File: src/hdl/lfna_pkg.sv
// ---------------------------------------------------------------------------
// lfna_pkg
// Shared widths, codes and limits for the lowest-free name allocator.
// ---------------------------------------------------------------------------
package lfna_pkg;

  localparam int NAME_COUNT = 256;
  localparam int NAME_W     = 8;
  localparam int BIT_W      = 4;
  localparam int WORD_W     = 1 << BIT_W;
  localparam int IDX_W      = NAME_W - BIT_W;
  localparam int WORD_CNT   = NAME_COUNT / WORD_W;
  localparam int COUNT_W    = 7;
  localparam int MODE_W     = 2;
  localparam int STATUS_W   = 2;

  localparam logic [COUNT_W-1:0] MAX_BURST = COUNT_W'(64);

  localparam logic [MODE_W-1:0] MODE_GENERATE = 2'd0;
  localparam logic [MODE_W-1:0] MODE_DELETE   = 2'd1;
  localparam logic [MODE_W-1:0] MODE_GET      = 2'd2;
  localparam logic [MODE_W-1:0] MODE_QUERY    = 2'd3;

  localparam logic [STATUS_W-1:0] STATUS_OK        = 2'd0;
  localparam logic [STATUS_W-1:0] STATUS_ZERO_NAME = 2'd1;
  localparam logic [STATUS_W-1:0] STATUS_EXHAUSTED = 2'd2;

  typedef logic [NAME_W-1:0] name_t;
  typedef logic [WORD_W-1:0] word_t;

endpackage

File: src/hdl/lowest_free_name_allocator.sv
// ---------------------------------------------------------------------------
// lowest_free_name_allocator
// Hands out, frees, creates and queries names 1 to 255 from two bitmaps.
// ---------------------------------------------------------------------------
// Delete, get and query items do their work when taken and then give one
// result on the out channel. A generate item scans the reserved bitmap one
// 16-bit word per cycle through a single priority encoder, restarting at the
// word that held the last name given, and hands out each name with its own
// result handshake; a zero count gives no result. The block takes no new
// item until the last result of the current one is accepted. Both bitmaps
// clear at reset.
module lowest_free_name_allocator (
  input  logic                          clk,
  input  logic                          rst_n,
  input  logic                          in_valid,
  output logic                          in_ready,
  input  logic [lfna_pkg::MODE_W-1:0]   in_mode,
  input  logic [lfna_pkg::NAME_W-1:0]   in_name,
  input  logic [lfna_pkg::COUNT_W-1:0]  in_count,
  output logic                          out_valid,
  input  logic                          out_ready,
  output logic [lfna_pkg::NAME_W-1:0]   out_name,
  output logic                          out_created,
  output logic [lfna_pkg::STATUS_W-1:0] out_status,
  output logic                          out_last
);
  import lfna_pkg::*;

  localparam logic [1:0] ST_IDLE = 2'd0;
  localparam logic [1:0] ST_SCAN = 2'd1;
  localparam logic [1:0] ST_OUT  = 2'd2;

  logic [1:0]          state_r, state_nxt;
  word_t               rsv_r [WORD_CNT];
  word_t               rsv_nxt [WORD_CNT];
  word_t               crt_r [WORD_CNT];
  word_t               crt_nxt [WORD_CNT];
  logic [IDX_W-1:0]    wptr_r, wptr_nxt;
  logic [COUNT_W-1:0]  want_r, want_nxt;
  name_t               oname_r, oname_nxt;
  logic                ocrt_r, ocrt_nxt;
  logic [STATUS_W-1:0] ostat_r, ostat_nxt;
  logic                olast_r, olast_nxt;

  word_t               free_w;
  logic                found;
  logic [BIT_W-1:0]    found_bit;
  logic [IDX_W-1:0]    in_idx;
  logic [BIT_W-1:0]    in_bit;

  assign in_idx = in_name[NAME_W-1:BIT_W];
  assign in_bit = in_name[BIT_W-1:0];

  always_comb begin
    free_w = ~rsv_r[wptr_r];
    if (wptr_r == '0) begin
      free_w[0] = 1'b0;
    end
    found     = |free_w;
    found_bit = '0;
    for (int i = WORD_W - 1; i >= 0; i--) begin
      if (free_w[i]) begin
        found_bit = BIT_W'(i);
      end
    end
  end

  always_comb begin
    state_nxt = state_r;
    rsv_nxt   = rsv_r;
    crt_nxt   = crt_r;
    wptr_nxt  = wptr_r;
    want_nxt  = want_r;
    oname_nxt = oname_r;
    ocrt_nxt  = ocrt_r;
    ostat_nxt = ostat_r;
    olast_nxt = olast_r;
    case (state_r)
      ST_IDLE: begin
        if (in_valid) begin
          oname_nxt = in_name;
          ocrt_nxt  = 1'b0;
          ostat_nxt = STATUS_OK;
          olast_nxt = 1'b1;
          case (in_mode)
            MODE_GENERATE: begin
              want_nxt = (in_count > MAX_BURST) ? MAX_BURST : in_count;
              wptr_nxt = '0;
              if (in_count != '0) begin
                state_nxt = ST_SCAN;
              end
            end
            MODE_DELETE: begin
              rsv_nxt[in_idx][in_bit] = 1'b0;
              crt_nxt[in_idx][in_bit] = 1'b0;
              if (in_name == '0) begin
                rsv_nxt[in_idx][in_bit] = rsv_r[in_idx][in_bit];
                crt_nxt[in_idx][in_bit] = crt_r[in_idx][in_bit];
              end
              state_nxt = ST_OUT;
            end
            MODE_GET: begin
              if (in_name == '0) begin
                ostat_nxt = STATUS_ZERO_NAME;
              end else begin
                rsv_nxt[in_idx][in_bit] = 1'b1;
                crt_nxt[in_idx][in_bit] = 1'b1;
                ocrt_nxt = 1'b1;
              end
              state_nxt = ST_OUT;
            end
            default: begin
              ocrt_nxt  = crt_r[in_idx][in_bit];
              state_nxt = ST_OUT;
            end
          endcase
        end
      end
      ST_SCAN: begin
        if (found) begin
          rsv_nxt[wptr_r][found_bit] = 1'b1;
          want_nxt  = want_r - COUNT_W'(1);
          oname_nxt = {wptr_r, found_bit};
          ocrt_nxt  = 1'b0;
          ostat_nxt = STATUS_OK;
          olast_nxt = (want_r == COUNT_W'(1));
          state_nxt = ST_OUT;
        end else if (wptr_r == IDX_W'(WORD_CNT - 1)) begin
          oname_nxt = '0;
          ocrt_nxt  = 1'b0;
          ostat_nxt = STATUS_EXHAUSTED;
          olast_nxt = 1'b1;
          state_nxt = ST_OUT;
        end else begin
          wptr_nxt = wptr_r + IDX_W'(1);
        end
      end
      ST_OUT: begin
        if (out_ready) begin
          state_nxt = olast_r ? ST_IDLE : ST_SCAN;
        end
      end
      default: begin
        state_nxt = ST_IDLE;
      end
    endcase
  end

  always_ff @(posedge clk) begin
    if (!rst_n) begin
      state_r <= ST_IDLE;
      for (int i = 0; i < WORD_CNT; i++) begin
        rsv_r[i] <= '0;
        crt_r[i] <= '0;
      end
      wptr_r <= '0;
      want_r <= '0;
    end else begin
      state_r <= state_nxt;
      rsv_r   <= rsv_nxt;
      crt_r   <= crt_nxt;
      wptr_r  <= wptr_nxt;
      want_r  <= want_nxt;
    end
  end

  always_ff @(posedge clk) begin
    oname_r <= oname_nxt;
    ocrt_r  <= ocrt_nxt;
    ostat_r <= ostat_nxt;
    olast_r <= olast_nxt;
  end

  assign in_ready    = (state_r == ST_IDLE);
  assign out_valid   = (state_r == ST_OUT);
  assign out_name    = oname_r;
  assign out_created = ocrt_r;
  assign out_status  = ostat_r;
  assign out_last    = olast_r;

endmodule

File: config.mk
export PLATFORM = sky130hd
export DESIGN_NAME = lowest_free_name_allocator
export DESIGN_NICKNAME = d
export VERILOG_FILES = /design/src/hdl/lfna_pkg.sv /design/src/hdl/lowest_free_name_allocator.sv
export SDC_FILE = /design/constraint.sdc
export NUM_CORES = 2
export LEC_CHECK = 0
export BUFFER_PORTS_ARGS = -buffer_cell sky130_fd_sc_hd__buf_2
export CAP_MARGIN = 20
export CORE_ASPECT_RATIO = 0.7
export CORE_MARGIN = 4
export CORE_UTILIZATION = 35
export DETAILED_ROUTE_END_ITERATION = 8
export SYNTH_ARGS = -nofsm -noshare
export SYNTH_HDL_FRONTEND = slang
export SYNTH_SLANG_ARGS = --single-unit
File: constraint.sdc
create_clock -name clk -period 4.6 [get_ports clk]
set_input_delay 0 -clock clk [delete_from_list [all_inputs] [get_ports clk]]
set_output_delay 0 -clock clk [all_outputs]
set_load 0.01 [all_outputs]
==> flow_summary.toml <==
[outcome]
status = "finished, final reports clean"

[clock_tree]
cts_buffer_depth = 3
htreeDepth = 2
post-cts-setup-buffers = 0
cts_tree = "yes"
clkTransAtPathRegs_ns = 0.07
cts_made_buffers = 54
cts_root_buf = "clkbuf_16"
clk_latency_ns = 0.67
cts.sinks = 537

[routing]
drc = 0
via_per_inst = 6.621
drt_pass1_iterations = 6
drt-initial-drc-count = 5782
drtAntennaViolNets = 0
wl_per_cell_um = 27.85
vias = 33358
routed_wl_mm = 140.3

[grt]
grt_usage_pct = 28.90
grt_max_degree = 191
antenna_found_initial = 5
gr-total-overflow = 0
grt_pass1_vias = 29664
grt_first_pass_wirelength_mm = 206.5

[hold_path]
hold_depth = 5
worstHoldStart = "in_mode[0]"
hold_class = "in -> reg"
min_to = "state_r[1]"

[setup_path]
cpPeakStageDelay_ns = 0.80
worstPathArrival_ns = 5.06
reg2reg_slack_ns = 0.11
reg2reg_from = "wptr_r[0]"
cpMostUsedCell = "buf_4"
reg2regPathDepth = 10
cp_data_required_time_ns = 5.17
worst-setup-path-type = "reg -> reg"
critPathLaunchType = "flip-flop"
end_kind = "flip-flop"
cp_max_fo = 18
critical_path.cell_chain = "buf_4, mux4_2, a221oi_1, a211oi_1, o221a_2, buf_4, o21ai_1, nand4_1, or2_2, a31oi_1"
slowest_stage = "a221oi_1"

[logic_synthesis]
ys_ff_latch = 537
synth_area_leaders = "dfxtp_1 34%, mux4_2 11%, o21ai_0 9.8%, nor2_1 8.2%, a21oi_1 6.7%"
synth_fp_nets = 4040
synthesis.area_sq_um = 30990
synth_edf_count = 12
synth-seq-area-share_pct = 35.08
synth_warnings = 0
avgSynthCellArea_sq_um = 7.721
synthDistinctLibCells = 70
synth_top_flop_cell = "dfxtp_1"
netlist.area_leader.share_pct = 33.92
yosys-top-cells-count = "675 x nor2_1, 605 x o21ai_0, 525 x dfxtp_1"
yosys.area.top_type = "dfxtp_1"
netlist_instances = 4013
synth.most_common_cell = "nor2_1"
async_flop_share_pct = 0

[sta]
setup_viol = 0
fmax_mhz = 222.7
fin_crit_sh_pct = 97.63
finClkSkew_ns = 0.03351
final_max_slew_viol_count = 0
setup_tns_ns = 0
tightest_slew_ns = 1.195
hold_viol_final = 0
rsz0062_at_grt = "false"
min_period_ns = 4.491
maxSlewHeadroom_pct = 19.70
hold_slack_ns = 0.07671
worst_slack_ns = 0.1092

[final_layout]
fillers = 8855
layout.nets = 3866
area_delta_synth_final_pct = 10.61
finalInstanceArea_sq_um = 34270
layout-drive-gt1-share_pct = 12.10

[floorplanning]
rows = 90
dieArea_sq_um = 93430
core_area_sq_um = 86930
initial_utilization_pct = 35.64
die-width_um = 363.6
die_h_um = 256.9
ios = 35

[power]
powerDensity_nw_per_um2 = 312.5
p_leak_nw = 10.15
max-vdd-ir-drop_uv = 264.9

[placed_design]
place_ws_ns = 0.2604
dp_hpwl_mm = 89.21
place_area_sq_um = 32310
io_buffers = 34
gp_congestion = 0.9795

[run]
cap_viol_max_count = 0
-- repair_timing --
item | CTS | global route
endpoints found under the hold margin | 22 | 0
endpoints found under the setup margin | 0 | 27
hold buffers | 15 | 0
resized for setup | 0 | 1
-- worst max path at each step --
stage	startpoint	endpoint	slack, ns	depth (start not counted)
detailed placement	wptr_r[0]	flip-flop	0.26	10
global placement	wptr_r[0]	flip-flop	0.33	10
finish	wptr_r[0]	flip-flop	0.11	10
CTS	wptr_r[0]	flip-flop	0.24	10
global route	wptr_r[0]	flip-flop	0.01	12
floorplan	wptr_r[0]	out_created	0.75	14
-- cells in the final DEF (no fill, tap or decap), types with 73 or more instances in the layout --
cell and n:
o22ai_1 91, nand2_1 215, nor2_1 671, dfxtp_1 523, a21oi_1 415, mux4_2 147
a31oi_1 73, buf_4 141, nor3_1 238, o21ai_0 605
-- cells by family after synthesis --
| logic type | after synthesis | synth area share (%) |
|---|---|---|
| buf+inv | 445 | 5.702 |
| compound gates | 1542 | 29.16 |
| fa+ha+maj | 6 | 0.2423 |
| simple gates | 1308 | 18.22 |
| xor+xnor | 1 | 0.02827 |
| mux | 174 | 11.57 |
| flops | 537 | 35.08 |
-- critical path, delay by kind of cell, from the launching register on --
kind,cells,cell delay [ns]
mux,1,0.56
compound gates,5,1.69
buf+inv,2,0.50
flops,1,0.58
simple gates,2,1.07
-- layout make-up --
| class | count | area (sq um) | area share, % |
|---|---|---|---|
| Multi-Input combinational cell | 3031 | 18490 | 53.96 |
| Sequential cell | 537 | 10880 | 31.74 |
| Timing Repair Buffer | 200 | 1597 | 4.658 |
| Clock buffer | 77 | 1569 | 4.578 |
| Tap cell | 1150 | 1439 | 4.198 |
| Clock inverter | 24 | 224.0 | 0.6535 |
| Inverter | 15 | 63.81 | 0.1862 |
| Antenna cell | 4 | 10.01 | 0.02921 |
-- power breakdown --
group	internal, mW	switching (mW)	leakage, nW
registers	4.73	0.0565	4.35
logic	0.313	0.914	4.91
clock network	2.55	2.15	0.886
total	7.59	3.12	10.1
-- layer usage --
layer	up-vias	GRT usage, %	share of wire (%)
met5	-	0	0.029
met2	2429	37.37	38
li1	14564	-	-
met4	6	9.751	3.5
met1	16022	43.14	42
met3	337	10.82	16
-- per-stage QoR --
stage / power [mW] / util, % / std cells
6_report: 10.71 / 39.42 / 5038
3_3_place_gp: 6.043 / 37.16 / 4917
2_1_floorplan: 5.615 / - / 4013
5_1_grt: 10.97 / 39.41 / 5034
3_5_place_dp: 6.045 / 37.16 / 4917
4_1_cts: 10.66 / 39.40 / 5033
No activity file was read; power rests on OpenSTA's default activity.
